`src/rtl/core/kbq_pkg.sv`:
```
// Shared types and constants for the keyboard command queue.
`timescale 1ns / 1ps
package kbq_pkg;

	localparam int unsigned RING_SLOTS_DEF = 16;

	localparam logic [7:0] RESP_ACK    = 8'hFA;
	localparam logic [7:0] RESP_RESEND = 8'hFE;

	localparam logic KIND_PUSH = 1'b0;
	localparam logic KIND_RX   = 1'b1;

	localparam logic [1:0] CNT_MAX = 2'd2;

	// One stored command.
	typedef struct packed {
		logic [7:0] data_second;
		logic [7:0] data_first;
		logic [1:0] data_count;
		logic [7:0] command_byte;
	} entry_t;

	// One input word.
	typedef struct packed {
		logic       kind;
		logic [7:0] command_byte;
		logic [1:0] data_count;
		logic [7:0] data_first;
		logic [7:0] data_second;
		logic [7:0] rx_byte;
	} item_t;

	// One result word.
	typedef struct packed {
		logic       tx_valid;
		logic [7:0] tx_byte;
		logic       scancode_valid;
		logic [7:0] scancode;
		logic       overflow;
		logic       halted;
		logic [3:0] pending_count;
		logic       last;
	} result_t;

	// What the evaluated item leads to.
	typedef enum logic [1:0] {
		ACT_SINGLE    = 2'd0,
		ACT_SEND_NOW  = 2'd1,
		ACT_SEND_READ = 2'd2
	} action_t;

	// Controller to datapath.
	typedef struct packed {
		logic capture;
		logic exec;
		logic load_entry;
		logic send_byte;
	} ctrl_cmd_t;

	// Datapath to controller.
	typedef struct packed {
		action_t act;
		logic    out_free;
		logic    last_byte;
	} dp_status_t;

endpackage

```
`src/rtl/core/kbq_item_if.sv`:
```
// Input channel: command pushes and received keyboard bytes.
`timescale 1ns / 1ps
interface kbq_item_if;
	logic       valid;
	logic       ready;
	logic       kind;
	logic [7:0] command_byte;
	logic [1:0] data_count;
	logic [7:0] data_first;
	logic [7:0] data_second;
	logic [7:0] rx_byte;

	modport source (output valid, kind, command_byte, data_count, data_first, data_second,
		rx_byte, input ready);
	modport sink (input valid, kind, command_byte, data_count, data_first, data_second,
		rx_byte, output ready);
endinterface

```
`src/rtl/core/kbq_result_if.sv`:
```
// Result channel: transmit bytes, scancodes and status.
`timescale 1ns / 1ps
interface kbq_result_if;
	logic       valid;
	logic       ready;
	logic       tx_valid;
	logic [7:0] tx_byte;
	logic       scancode_valid;
	logic [7:0] scancode;
	logic       overflow;
	logic       halted;
	logic [3:0] pending_count;
	logic       last;

	modport source (output valid, tx_valid, tx_byte, scancode_valid, scancode, overflow,
		halted, pending_count, last, input ready);
	modport sink (input valid, tx_valid, tx_byte, scancode_valid, scancode, overflow,
		halted, pending_count, last, output ready);
endinterface

```
`src/rtl/core/kbq_ctrl.sv`:
```
// Sequencing state machine for the keyboard command queue.
`timescale 1ns / 1ps
module kbq_ctrl (
	input  logic                   clk,
	input  logic                   arst_n,
	input  logic                   item_valid,
	output logic                   item_ready,
	input  kbq_pkg::dp_status_t    sts,
	output kbq_pkg::ctrl_cmd_t     cmd
);
	import kbq_pkg::*;

	typedef enum logic [3:0] {
		ST_IDLE = 4'b0001,
		ST_EVAL = 4'b0010,
		ST_READ = 4'b0100,
		ST_SEND = 4'b1000
	} state_t;

	state_t state_q, state_d;

	assign item_ready = (state_q == ST_IDLE);

	always_comb begin
		state_d = state_q;
		cmd     = '0;
		unique case (state_q)
			ST_IDLE: begin
				if (item_valid) begin
					cmd.capture = 1'b1;
					state_d     = ST_EVAL;
				end
			end
			ST_EVAL: begin
				// hold until the output register can take a word
				if (sts.out_free) begin
					cmd.exec = 1'b1;
					unique case (sts.act)
						ACT_SEND_NOW:  state_d = ST_SEND;
						ACT_SEND_READ: state_d = ST_READ;
						default:       state_d = ST_IDLE;
					endcase
				end
			end
			ST_READ: begin
				cmd.load_entry = 1'b1;
				state_d        = ST_SEND;
			end
			ST_SEND: begin
				if (sts.out_free) begin
					cmd.send_byte = 1'b1;
					if (sts.last_byte) begin
						state_d = ST_IDLE;
					end
				end
			end
			default: state_d = ST_IDLE;
		endcase
	end

	always_ff @(posedge clk or negedge arst_n) begin
		if (!arst_n) begin
			state_q <= ST_IDLE;
		end else begin
			state_q <= state_d;
		end
	end

endmodule

```
`src/rtl/core/kbq_dp.sv`:
```
// Datapath: command ring, pointers, halt flag and output register.
`timescale 1ns / 1ps
module kbq_dp #(
	parameter int unsigned RING_SLOTS = kbq_pkg::RING_SLOTS_DEF
) (
	input  logic                 clk,
	input  logic                 arst_n,
	input  kbq_pkg::item_t       item,
	input  kbq_pkg::ctrl_cmd_t   cmd,
	output kbq_pkg::dp_status_t  sts,
	output kbq_pkg::result_t     res,
	output logic                 res_valid,
	input  logic                 res_ready
);
	import kbq_pkg::*;

	localparam int unsigned IW = (RING_SLOTS > 1) ? $clog2(RING_SLOTS) : 1;
	localparam logic [IW-1:0] LAST_IDX = IW'(RING_SLOTS - 1);

	entry_t mem [RING_SLOTS];
	entry_t rd_data_q;

	item_t         item_q;
	logic [IW-1:0] head_q, tail_q;
	logic          stopped_q;
	entry_t        entry_q;
	logic [1:0]    idx_q;
	result_t       res_q;
	logic          res_valid_q;

	logic [IW-1:0] head_inc, tail_inc, head_n, tail_n, rd_addr, ph, pt;
	logic          empty, full, stop_n, sc_v, ovf, wr;
	action_t       act;
	logic [IW:0]   pend;
	logic [IW+4:0] pend_ext;
	logic [7:0]    byte_sel;
	entry_t        new_entry;
	item_t         item_sat;

	assign head_inc = (head_q == LAST_IDX) ? '0 : head_q + 1'b1;
	assign tail_inc = (tail_q == LAST_IDX) ? '0 : tail_q + 1'b1;
	assign empty    = (head_q == tail_q);
	assign full     = (tail_inc == head_q);

	assign new_entry.command_byte = item_q.command_byte;
	assign new_entry.data_count   = item_q.data_count;
	assign new_entry.data_first   = item_q.data_first;
	assign new_entry.data_second  = item_q.data_second;

	// saturate a data count of three to two
	always_comb begin
		item_sat = item;
		if (item.data_count > CNT_MAX) begin
			item_sat.data_count = CNT_MAX;
		end
	end

	always_comb begin
		act    = ACT_SINGLE;
		head_n = head_q;
		tail_n = tail_q;
		stop_n = stopped_q;
		sc_v   = 1'b0;
		ovf    = 1'b0;
		wr     = 1'b0;
		if (stopped_q) begin
			act = ACT_SINGLE;
		end else if (item_q.kind == KIND_PUSH) begin
			if (full) begin
				ovf = 1'b1;
			end else begin
				wr     = 1'b1;
				tail_n = tail_inc;
				act    = empty ? ACT_SEND_NOW : ACT_SINGLE;
			end
		end else if (empty) begin
			sc_v = 1'b1;
		end else if (item_q.rx_byte == RESP_ACK) begin
			head_n = head_inc;
			if (head_inc != tail_q) begin
				act = ACT_SEND_READ;
			end
		end else if (item_q.rx_byte == RESP_RESEND) begin
			act = ACT_SEND_READ;
		end else begin
			stop_n = 1'b1;
		end
	end

	assign rd_addr = (item_q.rx_byte == RESP_ACK) ? head_inc : head_q;

	// count after the step: next pointers while executing, stored ones otherwise
	assign ph = cmd.exec ? head_n : head_q;
	assign pt = cmd.exec ? tail_n : tail_q;
	always_comb begin
		if (pt >= ph) begin
			pend = {1'b0, pt} - {1'b0, ph};
		end else begin
			pend = {1'b0, pt} + (IW+1)'(RING_SLOTS) - {1'b0, ph};
		end
	end
	assign pend_ext = (IW+5)'(pend);

	always_comb begin
		case (idx_q)
			2'd0:    byte_sel = entry_q.command_byte;
			2'd1:    byte_sel = entry_q.data_first;
			default: byte_sel = entry_q.data_second;
		endcase
	end

	assign sts.act       = act;
	assign sts.out_free  = !res_valid_q || res_ready;
	assign sts.last_byte = (idx_q == entry_q.data_count);

	assign res       = res_q;
	assign res_valid = res_valid_q;

	always_ff @(posedge clk) begin
		if (cmd.exec && wr) begin
			mem[tail_q] <= new_entry;
		end
		rd_data_q <= mem[rd_addr];
	end

	// payload registers
	always_ff @(posedge clk) begin
		if (cmd.capture) begin
			item_q <= item_sat;
		end
		if (cmd.exec) begin
			entry_q <= new_entry;
			idx_q   <= 2'd0;
		end else if (cmd.load_entry) begin
			entry_q <= rd_data_q;
			idx_q   <= 2'd0;
		end else if (cmd.send_byte) begin
			idx_q <= idx_q + 2'd1;
		end
		if (cmd.exec && act == ACT_SINGLE) begin
			res_q.tx_valid       <= 1'b0;
			res_q.tx_byte        <= 8'd0;
			res_q.scancode_valid <= sc_v;
			res_q.scancode       <= sc_v ? item_q.rx_byte : 8'd0;
			res_q.overflow       <= ovf;
			res_q.halted         <= stop_n;
			res_q.pending_count  <= pend_ext[3:0];
			res_q.last           <= 1'b1;
		end else if (cmd.send_byte) begin
			res_q.tx_valid       <= 1'b1;
			res_q.tx_byte        <= byte_sel;
			res_q.scancode_valid <= 1'b0;
			res_q.scancode       <= 8'd0;
			res_q.overflow       <= 1'b0;
			res_q.halted         <= stopped_q;
			res_q.pending_count  <= pend_ext[3:0];
			res_q.last           <= (idx_q == entry_q.data_count);
		end
	end

	// control registers
	always_ff @(posedge clk or negedge arst_n) begin
		if (!arst_n) begin
			head_q      <= '0;
			tail_q      <= '0;
			stopped_q   <= 1'b0;
			res_valid_q <= 1'b0;
		end else begin
			if (cmd.exec) begin
				head_q    <= head_n;
				tail_q    <= tail_n;
				stopped_q <= stop_n;
			end
			if ((cmd.exec && act == ACT_SINGLE) || cmd.send_byte) begin
				res_valid_q <= 1'b1;
			end else if (res_ready) begin
				res_valid_q <= 1'b0;
			end
		end
	end

endmodule

```
`src/rtl/core/ps2_keyboard_command_queue.sv`:
```
// Top level of the PS/2 keyboard command queue.
// Holds up to RING_SLOTS-1 keyboard commands (a command byte and zero to two data bytes)
// and sends the front one until the keyboard acknowledges it with FA; FE resends it, any
// other response halts the block until reset, and with no command pending received bytes
// come out as scancodes. Each input word gives one to three result words, the last one
// flagged. Items are handled one at a time; an acknowledge or resend that sends a stored
// command first passes through the registered read of the command ring. A slow result
// sink stalls the block. The next item is taken while the last result still waits in
// the output register.
`timescale 1ns / 1ps
module ps2_keyboard_command_queue #(
	parameter int unsigned RING_SLOTS = kbq_pkg::RING_SLOTS_DEF
) (
	input  logic         clk,
	input  logic         arst_n,
	kbq_item_if.sink     item,
	kbq_result_if.source result
);
	import kbq_pkg::*;

	item_t      item_w;
	result_t    res_w;
	ctrl_cmd_t  cmd_w;
	dp_status_t sts_w;
	logic       res_valid_w;

	assign item_w.kind         = item.kind;
	assign item_w.command_byte = item.command_byte;
	assign item_w.data_count   = item.data_count;
	assign item_w.data_first   = item.data_first;
	assign item_w.data_second  = item.data_second;
	assign item_w.rx_byte      = item.rx_byte;

	kbq_ctrl u_ctrl (
		.clk        (clk),
		.arst_n     (arst_n),
		.item_valid (item.valid),
		.item_ready (item.ready),
		.sts        (sts_w),
		.cmd        (cmd_w)
	);

	kbq_dp #(
		.RING_SLOTS (RING_SLOTS)
	) u_dp (
		.clk       (clk),
		.arst_n    (arst_n),
		.item      (item_w),
		.cmd       (cmd_w),
		.sts       (sts_w),
		.res       (res_w),
		.res_valid (res_valid_w),
		.res_ready (result.ready)
	);

	assign result.valid          = res_valid_w;
	assign result.tx_valid       = res_w.tx_valid;
	assign result.tx_byte        = res_w.tx_byte;
	assign result.scancode_valid = res_w.scancode_valid;
	assign result.scancode       = res_w.scancode;
	assign result.overflow       = res_w.overflow;
	assign result.halted         = res_w.halted;
	assign result.pending_count  = res_w.pending_count;
	assign result.last           = res_w.last;

endmodule
```
`src/flat_wrapper.sv`:
```
// flat-port wrapper written by rule: the top's interface ports become plain ports
module ps2_keyboard_command_queue_flat import kbq_pkg::*;
#(
	parameter int unsigned RING_SLOTS = kbq_pkg::RING_SLOTS_DEF
)
  (clk, arst_n, item_valid, item_kind, item_command_byte, item_data_count, item_data_first, item_data_second, item_rx_byte, item_ready, result_valid, result_tx_valid, result_tx_byte, result_scancode_valid, result_scancode, result_overflow, result_halted, result_pending_count, result_last, result_ready);
  kbq_item_if item_i ();
  kbq_result_if result_i ();
  input  logic clk;
  input  logic arst_n;
  input wire logic [$bits(item_i.valid)-1:0] item_valid;
  input wire logic [$bits(item_i.kind)-1:0] item_kind;
  input wire logic [$bits(item_i.command_byte)-1:0] item_command_byte;
  input wire logic [$bits(item_i.data_count)-1:0] item_data_count;
  input wire logic [$bits(item_i.data_first)-1:0] item_data_first;
  input wire logic [$bits(item_i.data_second)-1:0] item_data_second;
  input wire logic [$bits(item_i.rx_byte)-1:0] item_rx_byte;
  output wire logic [$bits(item_i.ready)-1:0] item_ready;
  output wire logic [$bits(result_i.valid)-1:0] result_valid;
  output wire logic [$bits(result_i.tx_valid)-1:0] result_tx_valid;
  output wire logic [$bits(result_i.tx_byte)-1:0] result_tx_byte;
  output wire logic [$bits(result_i.scancode_valid)-1:0] result_scancode_valid;
  output wire logic [$bits(result_i.scancode)-1:0] result_scancode;
  output wire logic [$bits(result_i.overflow)-1:0] result_overflow;
  output wire logic [$bits(result_i.halted)-1:0] result_halted;
  output wire logic [$bits(result_i.pending_count)-1:0] result_pending_count;
  output wire logic [$bits(result_i.last)-1:0] result_last;
  input wire logic [$bits(result_i.ready)-1:0] result_ready;
  assign item_i.valid = item_valid;
  assign item_i.kind = item_kind;
  assign item_i.command_byte = item_command_byte;
  assign item_i.data_count = item_data_count;
  assign item_i.data_first = item_data_first;
  assign item_i.data_second = item_data_second;
  assign item_i.rx_byte = item_rx_byte;
  assign item_ready = item_i.ready;
  assign result_valid = result_i.valid;
  assign result_tx_valid = result_i.tx_valid;
  assign result_tx_byte = result_i.tx_byte;
  assign result_scancode_valid = result_i.scancode_valid;
  assign result_scancode = result_i.scancode;
  assign result_overflow = result_i.overflow;
  assign result_halted = result_i.halted;
  assign result_pending_count = result_i.pending_count;
  assign result_last = result_i.last;
  assign result_i.ready = result_ready;
  ps2_keyboard_command_queue #(.RING_SLOTS(RING_SLOTS)) u_core (.clk(clk), .arst_n(arst_n), .item(item_i), .result(result_i));
endmodule
```
`config.mk`:
```
export PLATFORM = sky130hd
export DESIGN_NAME = ps2_keyboard_command_queue_flat
export DESIGN_NICKNAME = d
export VERILOG_FILES = /design/src/rtl/core/kbq_pkg.sv /design/src/rtl/core/kbq_item_if.sv /design/src/rtl/core/kbq_result_if.sv /design/src/rtl/core/kbq_ctrl.sv /design/src/rtl/core/kbq_dp.sv /design/src/rtl/core/ps2_keyboard_command_queue.sv /design/src/flat_wrapper.sv
export SDC_FILE = /design/constraint.sdc
export NUM_CORES = 1
export LEC_CHECK = 0
export BUFFER_PORTS_ARGS = -buffer_cell sky130_fd_sc_hd__buf_2
export CORE_MARGIN = 3
export CORE_UTILIZATION = 42
export DETAILED_ROUTE_END_ITERATION = 8
export PLACE_DENSITY = 0.59
export SLEW_MARGIN = 20
export SYNTH_ARGS = -nofsm -noshare
export SYNTH_HDL_FRONTEND = slang
export SYNTH_HIERARCHICAL = 1
export SYNTH_SLANG_ARGS = --single-unit
```
`constraint.sdc`:
```
create_clock -name clk -period 5.61 [get_ports clk]
set_input_delay 0.2805 -clock clk [delete_from_list [all_inputs] [get_ports clk]]
set_output_delay 0.2805 -clock clk [all_outputs]
set_load 0.03 [all_outputs]
```
==> flow_summary.json, run 1 <==
{
  "grt_setup_unrepaired": "no",
  "crit_chain": "nand2_1 > nor4_2 > buf_4 > nand2b_1 > a211oi_4 > nand2_1 > nor2_4",
  "syn_to_final_growth_pct": 16.0,
  "ant_nets": 0,
  "final_common_cell": "edfxtp_1",
  "wl_per_cell_microns": 23.6,
  "syn-num-nets": 1435,
  "ys_ff_latch": 544,
  "dp_hpwl_microns": 30100,
  "synth_cell_types": 73,
  "drt-total-wl_microns": 52700,
  "grt_pass1_wl_microns": 80300,
  "hold_class": "in2async",
  "clk_pin_slew_worst_paths_ns": 0.06,
  "vias": 12600,
  "ys_warn_count": 6,
  "initial_core_util_pct": 42.6,
  "die_h_microns": 235,
  "ir_worst_vdd_uv": 254,
  "synth-compound-area-share_pct": 10.1,
  "cpPeakStageDelay_ns": 0.76,
  "grt_pass1_vias": 12800,
  "required_ns": 5.83,
  "coreArea_sq_um": 51600,
  "r2r-start": "u_core/u_ctrl/state_q[1]",
  "maxCapViolCount": 0,
  "critPathArrivalTime_ns": 3.90,
  "netlist_instances": 1382,
  "drc": 0,
  "final_max_slew_viol_count": 0,
  "cts_htree_levels": 2,
  "cp_max_fo": 32,
  "slew_headroom_pct": 30.4,
  "finalHoldViolCount": 0,
  "synth_top_family_by_area": "compound AO/OA/AOI/OAI gates",
  "period_share_pct": 65.5,
  "regToRegSetupSlack_ns": 1.94,
  "first_iter_violations": 1263,
  "finalClockSkew_ns": 0.0154,
  "async_flop_share_pct": 2.57,
  "die-area_sq_um": 55200,
  "cts_buffers": 57,
  "cts_resized": 0,
  "outcome": "finished clean",
  "setup_viol": 0,
  "path_class": "reg2reg",
  "ios": 66,
  "drive_above_1_share_pct": 21.9,
  "grt-ovfl-total": 0,
  "worstMarginPinSlew_ns": 1.04,
  "synth_enable_flop_cells": 492,
  "cts_buffer_depth": 3,
  "cts_root_buf": "clkbuf_16",
  "cts_tree": "built",
  "synth_xor_area_share_pct": 0.716,
  "timing.final.crit_period_ns": 3.67,
  "power.leakage_uw": 0.00915,
  "end_kind": "register",
  "drtPass1Iterations": 5,
  "path_common_cell": "nand2_1",
  "portBuffers": 65,
  "fmax_mhz": 272,
  "ys.flop_type": "edfxtp_1",
  "rr_endpoint": "u_core/u_dp/mem[12][17]",
  "grtUsageTotal_pct": 19.0,
  "muxShareOfSynthArea_pct": 8.24,
  "tns_ns": 0,
  "rr_worst_depth": 7,
  "placementRows": 83,
  "cpMaxStageDelayCell": "nor2_4",
  "power_density_nw_per_um2": 385,
  "cts.sinks": 544,
  "avgSynthCellArea_sq_um": 15.9,
  "post_drt_via_cell_ratio": 5.65,
  "start_kind": "register",
  "fin_nets": 1555,
  "grt_max_degree": 79,
  "die_x_microns": 235,
  "ys_seq_area_share_pct": 72.2,
  "gp_congestion": 0.804,
  "antenna_found_initial": 0,
  "syn-cell-area_sq_um": 22000,
  "synthSimpleGateAreaFrac_pct": 5.58,
  "p_total_uw": 9830,
  "clock_latency_ns": 0.61,
  "synthAdderAreaFrac_pct": 0.830,
  "layout.cells.most_common_list": "492 x edfxtp_1, 84 x nand3_1, 83 x o21ai_0",
  "antenna_cells": 0
}
==> Yosys cell counts (all sizes together), types with 4 or more instances <==
cell | count | area, sq um
o2111ai | 27 | 236
xnor2 | 9 | 78.8
o21a | 4 | 30.0
o21ai | 86 | 430
nand2 | 48 | 180
edfxtp | 492 | 14800
nor2 | 32 | 128
nor4 | 4 | 25.0
a311oi | 8 | 70.1
a21oi | 64 | 328
inv | 16 | 60.1
mux2i | 81 | 823
mux2 | 79 | 991
a2111oi | 26 | 390
xor2 | 9 | 78.8
nor3 | 15 | 97.6
dfxtp | 38 | 761
nand3 | 85 | 425
nor2b | 5 | 31.3
and2 | 12 | 75.1
clkbuf | 50 | 188
a22oi | 8 | 60.1
a21o | 4 | 30.0
buf | 43 | 273
and3 | 11 | 68.8
a211oi | 29 | 223
ha | 13 | 163
dfrtp | 13 | 325
o22a | 26 | 228
==> stage by stage <==
stage	cell area [sq um]	utilization (%)	instances	hold WS, ns	setup slack (ns)
after CTS	25500	49.4	2230	0.0930	1.70
final	25500	49.5	2230	0.113	1.94
after global placement	23300	45.2	2085	0.216	1.77
after detailed placement	23300	45.2	2086	0.214	1.70
after global routing	25500	49.5	2230	0.126	1.60
after floorplan	22000	-	1382	-0.0151	1.35
==> power by group <==
group | internal (uW) | switching, uW
logic | 396 | 723
clock network | 2140 | 1520
registers | 4810 | 227
total | 7350 | 2470
==> critical path: cells and delay by family (launching register included) <==
kind	cells	cell delay (ns)
AO/OA/AOI/OAI	1	0.66
buffers and inverters	1	0.47
flip-flops	1	0.58
AND/OR/NAND/NOR	5	1.56
==> logic make-up after synthesis <==
| family | Yosys count |
|---|---|
| flops | 544 |
| simple gates | 234 |
| mux | 160 |
| xor+xnor | 18 |
| compound gates | 303 |
| fa+ha+maj | 14 |
| buf+inv | 109 |
==> final cells by class <==
type | instances | area, sq um
Clock buffer | 73 | 1530
Tap cell | 680 | 851
Timing Repair Buffer | 154 | 1210
Fill cell | 4320 | 26100
Clock inverter | 34 | 285
Multi-Input combinational cell | 729 | 5710
Sequential cell | 544 | 15900
Inverter | 16 | 60.1
==> state kept, by name (all words and copies together) (netlist names) <==
| signal | cells |
|---|---|
| u_core/u_dp/entry_q | 26 |
| u_core/u_dp/stopped_q | 1 |
| u_core/u_ctrl/state_q | 4 |
| u_core/u_dp/res | 25 |
| u_core/u_dp/mem | 416 |
| u_core/u_dp/res_valid | 1 |
| u_core/u_dp/rd_data_q | 26 |
| u_core/u_dp/tail_q | 4 |
| u_core/u_dp/idx_q | 2 |
| u_core/u_dp/head_q | 4 |
| u_core/u_dp/item_q | 35 |
==> per-layer routing <==
layer / track usage, % / part of all wire [%] / vias up
li1: - / - / 5689
met1: 26.5 / 44 / 6396
met2: 29.6 / 46 / 421
met3: 3.98 / 6.5 / 99
met4: 6.59 / 3.3 / 0
met5: 0 / 0 / -
==> what timing repair did <==
| action | 4_1_cts | 5_1_grt |
|---|---|---|
| hold endpoints to repair | 50 | 0 |
| hold buffers | 37 | 0 |
| setup endpoints to repair | 0 | 0 |
| setup buffers | 0 | 0 |
==> worst max-delay path by stage <==
stage / end / start / slack [ns]
6_report: u_core/u_dp/mem[12][17] / u_core/u_ctrl/state_q[1] / 1.94
5_1_grt: u_core/u_dp/mem[14][10] / u_core/u_ctrl/state_q[1] / 1.60
4_1_cts: u_core/u_dp/mem[9][3] / u_core/u_ctrl/state_q[1] / 1.70
3_5_place_dp: u_core/u_dp/mem[12][12] / u_core/u_ctrl/state_q[1] / 1.70
3_3_place_gp: u_core/u_dp/mem[14][13] / result_ready / 1.77
2_1_floorplan: u_core/u_dp/mem[0][0] / u_core/u_dp/res_valid / 1.35
Power figures use the tool's default switching activity.
==> inputs of run 2 (changes only) <==
--- a/config.mk
+++ b/config.mk
@@ -9,7 +9,7 @@
 export CORE_MARGIN = 3
 export CORE_UTILIZATION = 42
 export DETAILED_ROUTE_END_ITERATION = 8
-export PLACE_DENSITY = 0.59
+export PLACE_DENSITY = 0.61
 export SLEW_MARGIN = 20
 export SYNTH_ARGS = -nofsm -noshare
 export SYNTH_HDL_FRONTEND = slang
==> constraint.sdc (replaced) <==
create_clock -name clk -period 3.3 [get_ports clk]
set_input_delay 0.165 -clock clk [delete_from_list [all_inputs] [get_ports clk]]
set_output_delay 0.165 -clock clk [all_outputs]
set_load 0.03 [all_outputs]
==> flow_summary.json, run 2 (synthesis gave the netlist of run 1 again) <==
{
  "worstMarginPinSlew_ns": 1.02,
  "clk_pin_slew_worst_paths_ns": 0.06,
  "clock_latency_ns": 0.60,
  "grt_max_degree": 79,
  "drc": 0,
  "cts_root_buf": "clkbuf_16",
  "coreArea_sq_um": 51600,
  "grt_setup_unrepaired": "no",
  "setup_viol": 0,
  "first_iter_violations": 1038,
  "gp_congestion": 0.815,
  "fmax_mhz": 331,
  "ir_worst_vdd_uv": 396,
  "final_common_cell": "edfxtp_1",
  "dp_hpwl_microns": 28800,
  "critPathCapture": "u_core/u_dp/res[4]",
  "hold_class": "in2reg",
  "cts_resized": 0,
  "r2r-start": "u_core/u_dp/tail_q[0]",
  "ios": 66,
  "end_kind": "register",
  "grtUsageTotal_pct": 18.7,
  "die-area_sq_um": 55200,
  "cts_buffers": 55,
  "wl_per_cell_microns": 23.5,
  "syn_to_final_growth_pct": 16.8,
  "portBuffers": 65,
  "period_share_pct": 91.6,
  "startpoint": "u_core/u_dp/tail_q[0]",
  "die_h_microns": 235,
  "finalHoldViolCount": 0,
  "cp_max_fo": 21,
  "start_kind": "register",
  "initial_core_util_pct": 42.6,
  "outcome": "finished clean",
  "rr_worst_depth": 13,
  "drive_above_1_share_pct": 22.1,
  "grt_pass1_vias": 12600,
  "ant_nets": 0,
  "slew_headroom_pct": 32.2,
  "layout.cells.most_common_list": "492 x edfxtp_1, 84 x nand3_1, 83 x o21ai_0",
  "critPathArrivalTime_ns": 3.38,
  "cts_tree": "built",
  "finalClockSkew_ns": 0.0184,
  "top_register": "u_core/u_dp/mem",
  "antenna_found_initial": 0,
  "reg_top3": "u_core/u_dp/mem: 416 flops, u_core/u_dp/item_q: 35 flops",
  "final_max_slew_viol_count": 0,
  "path_class": "reg2reg",
  "cts_buffer_depth": 3,
  "regToRegSetupSlack_ns": 0.28,
  "antenna_cells": 0,
  "grt_pass1_wl_microns": 78700,
  "placementRows": 83,
  "drt-total-wl_microns": 52500,
  "power.leakage_uw": 0.00918,
  "drtPass1Iterations": 5,
  "post-route-util_pct": 49.8,
  "timing.final.crit_period_ns": 3.02,
  "fin_nets": 1570,
  "cts.sinks": 544,
  "p_total_uw": 16300,
  "vias": 12700,
  "power_density_nw_per_um2": 636,
  "required_ns": 3.66,
  "cts_htree_levels": 2,
  "grt-ovfl-total": 0,
  "maxCapViolCount": 0,
  "largest_reg_flops": 416,
  "rr_endpoint": "u_core/u_dp/res[4]",
  "die_x_microns": 235,
  "post_drt_via_cell_ratio": 5.67
}
-- run 2: changes by cell type in the layout (fill, tap and decap cells not counted), moves of 2 or more --
cell / before / now
clkinv_2: 9 / 4
clkinv_1: 16 / 5
dlygate4sd3_1: 37 / 39
buf_12: 9 / 26
clkbuf_1: 14 / 27
clkbuf_16: 59 / 56
bufinv_16: 5 / 2
nor3_2: 4 / 0
nor3_4: 2 / 6
-- run 2: how the worst min path moves through the flow --
| stage | from | endpoint | slack, ns | depth (start not counted) |
|---|---|---|---|---|
| after floorplan | arst_n | u_core/u_ctrl/state_q[1] | -0.13 | 0 |
| after global placement | arst_n | u_core/u_dp/head_q[3] | 0.10 | 1 |
| after detailed placement | arst_n | u_core/u_dp/head_q[3] | 0.11 | 1 |
| after CTS | result_ready | u_core/u_dp/res_valid | 0.03 | 3 |
| after global routing | result_ready | u_core/u_dp/res_valid | 0.09 | 3 |
| final | result_ready | u_core/u_dp/res_valid | 0.08 | 3 |
-- run 2: final cells by class --
type / count / area (sq um)
tap: 680 / 851
multi-input combinational: 729 / 5720
sequential: 544 / 15900
fill: 4272 / 25900
clock buffer: 84 / 1520
inverter: 16 / 60.1
clock inverter: 14 / 131
timing repair buffer: 171 / 1540
-- run 2: critical path, stage by stage, from the launching register on --
cell	delay [ns]
dfrtp_1	0.47
ha_1	0.30
a31oi_1	0.30
xnor2_1	0.09
and3_1	0.17
a211oi_2	0.17
buf_4	0.24
nor2_1	0.07
a21o_1	0.17
ha_1	0.28
a21o_1	0.15
a21oi_1	0.17
xnor2_1	0.08
o21a_1	0.10
-- run 2: metrics by stage --
step                      TNS (ns)  cell area, sq um  worst slack [ns]  std cells  hold WS (ns)
after global routing             0             25700            0.0663       2238        0.0885
final                            0             25700             0.276       2238        0.0768
after floorplan             -14.89             22000            -0.191       1382        -0.131
after CTS                        0             25700             0.281       2238        0.0340
after detailed placement         0             23700             0.290       2101         0.111
after global placement           0             23700             0.332       2101         0.105
-- run 2: timing repair --
item,in CTS,in global routing
hold buffers,39,0
endpoints found under the hold margin,51,0
setup buffers,0,0
-- run 2: routing by layer --
layer	track usage [%]	up-vias	part of all wire, %
met5	0	-	0
met4	5.42	0	2.5
met3	3.17	89	5.8
met2	30.2	412	48
met1	26.1	6485	44
li1	-	5713	-
-- run 2: report_power, final --
group / internal [uW] / total, uW / leakage (uW) / switching (uW)
Combinational: 730 / 1970 / 0.00346 / 1240
Clock: 3300 / 5770 / 0.000792 / 2470
Sequential: 8190 / 8600 / 0.00493 / 414
Total: 12200 / 16300 / 0.00918 / 4120
==> inputs of run 3 (changes only) <==
==> constraint.sdc (replaced) <==
create_clock -name clk -period 3.3 [get_ports clk]
set_input_delay 0.66 -clock clk [delete_from_list [all_inputs] [get_ports clk]]
set_output_delay 0.66 -clock clk [all_outputs]
set_load 0.03 [all_outputs]
==> flow_summary.json, run 3 (synthesis gave the netlist of run 1 again) <==
{
  "cts.sinks": 544,
  "required_ns": 3.66,
  "first_iter_violations": 1156,
  "grt-ovfl-total": 0,
  "top_register": "u_core/u_dp/mem",
  "ir_worst_vdd_uv": 387,
  "cts_htree_levels": 2,
  "drt-total-wl_microns": 54900,
  "drtPass1Iterations": 5,
  "die-area_sq_um": 55200,
  "post_drt_via_cell_ratio": 5.78,
  "vias": 12800,
  "pre_cts_ws_ns": 0.0932,
  "fill_cells": 4279,
  "finalHoldViolCount": 0,
  "antenna_found_initial": 0,
  "grt_setup_unrepaired": "no",
  "start_kind": "register",
  "hold_class": "in2reg",
  "drc": 0,
  "cp_max_fo": 9,
  "tns_ns": 0,
  "path_class": "reg2reg",
  "clk_pin_slew_worst_paths_ns": 0.06,
  "layout.cells.most_common_list": "492 x edfxtp_1, 84 x nand3_1, 83 x o21ai_0",
  "cts_buffers": 56,
  "fin_ws_ns": 0.149,
  "critPathCapture": "u_core/u_dp/res[4]",
  "cts_root_buf": "clkbuf_16",
  "dp_hpwl_microns": 30600,
  "placementRows": 83,
  "clock_latency_ns": 0.61,
  "largest_reg_flops": 416,
  "ant_nets": 0,
  "grt_max_degree": 79,
  "grt_pass1_wl_microns": 81900,
  "grtUsageTotal_pct": 19.6,
  "timing.final.crit_period_ns": 3.15,
  "grt_pass1_vias": 12600,
  "coreArea_sq_um": 51600,
  "drive_above_1_share_pct": 24.3,
  "reg_top3": "u_core/u_dp/mem: 416 flops, u_core/u_dp/item_q: 35 flops",
  "power_density_nw_per_um2": 659,
  "fmax_mhz": 317,
  "antenna_cells": 0,
  "portBuffers": 65,
  "rr_endpoint": "u_core/u_dp/res[4]",
  "finalClockSkew_ns": 0.0141,
  "die_x_microns": 235,
  "power.leakage_uw": 0.00918,
  "critPathArrivalTime_ns": 3.51,
  "r2r-start": "u_core/u_dp/tail_q[0]",
  "fin_nets": 1543,
  "cts_tree": "built",
  "syn_to_final_growth_pct": 16.1,
  "ios": 66,
  "period_share_pct": 95.5,
  "initial_core_util_pct": 42.6,
  "gp_congestion": 0.830,
  "wl_per_cell_microns": 24.7,
  "outcome": "finished clean",
  "postCtsSetupBuffers": 0,
  "cts_buffer_depth": 3,
  "final_max_slew_viol_count": 0,
  "rr_worst_depth": 12,
  "final_common_cell": "edfxtp_1",
  "startpoint": "u_core/u_dp/tail_q[0]",
  "setup_viol": 0,
  "regToRegSetupSlack_ns": 0.15,
  "slew_headroom_pct": 34.6,
  "maxCapViolCount": 0,
  "end_kind": "register",
  "worstMarginPinSlew_ns": 0.980,
  "die_h_microns": 235,
  "hp-start": "item_command_byte[1]",
  "p_total_uw": 16800
}
## run 3: how the worst min path moves through the flow
stage          slack, ns                  endpoint  cells past startpoint
5_1_grt             0.21    u_core/u_dp/item_q[22]                      1
6_report            0.23    u_core/u_dp/item_q[27]                      1
4_1_cts             0.19    u_core/u_dp/item_q[32]                      1
3_3_place_gp        0.44       u_core/u_dp/res[24]                      2
3_5_place_dp        0.45       u_core/u_dp/res[24]                      2
2_1_floorplan       0.36  u_core/u_ctrl/state_q[1]                      0
## run 3: worst max-delay path, cell delays in order, from the launching register on
cell and delay [ns]:
dfrtp_1 0.50, inv_1 0.14, ha_1 0.37, xnor2_1 0.15, and3_1 0.21, a211oi_2 0.42
nor2_1 0.12, a21o_1 0.20, ha_1 0.29, a21o_1 0.15, a21oi_1 0.18, xnor2_1 0.08
o21a_1 0.10
## run 3: report_power, final
| part | internal [uW] | total, uW | switching, uW |
|---|---|---|---|
| sequential | 8190 | 8620 | 432 |
| combinational | 702 | 1950 | 1240 |
| clock | 3690 | 6280 | 2590 |
## run 3: timing repair
item                                    4_1_cts  5_1_grt
endpoints found under the hold margin        13        0
hold buffers                                  1        0
gates resized for setup                       0        0
endpoints found under the setup margin        0        0
## run 3: layout make-up
class	count	area [sq um]	share of cell area (%)
Sequential cell	544	15900	62.2
Multi-Input combinational cell	729	5720	22.4
Clock buffer	87	1700	6.66
Timing Repair Buffer	143	1170	4.58
Tap cell	680	851	3.33
Clock inverter	19	155	0.607
Inverter	16	60.1	0.235
## run 3: metal layers
layer / track usage, % / vias up / part of all wire (%)
met2: 31.5 / 501 / 48
li1: - / 5678 / -
met5: 0 / - / 0
met4: 5.75 / 0 / 2.4
met1: 27.7 / 6545 / 43
met3: 3.10 / 95 / 6.5
## run 3: stage by stage
stage | cell area [sq um] | instances | utilization, % | hold WS, ns
final | 25500 | 2218 | 49.5 | 0.227
after global routing | 25500 | 2218 | 49.5 | 0.206
after floorplan | 22000 | 1382 | - | 0.364
after global placement | 23700 | 2110 | 45.8 | 0.442
after CTS | 25500 | 2218 | 49.5 | 0.189
after detailed placement | 23700 | 2111 | 45.9 | 0.449
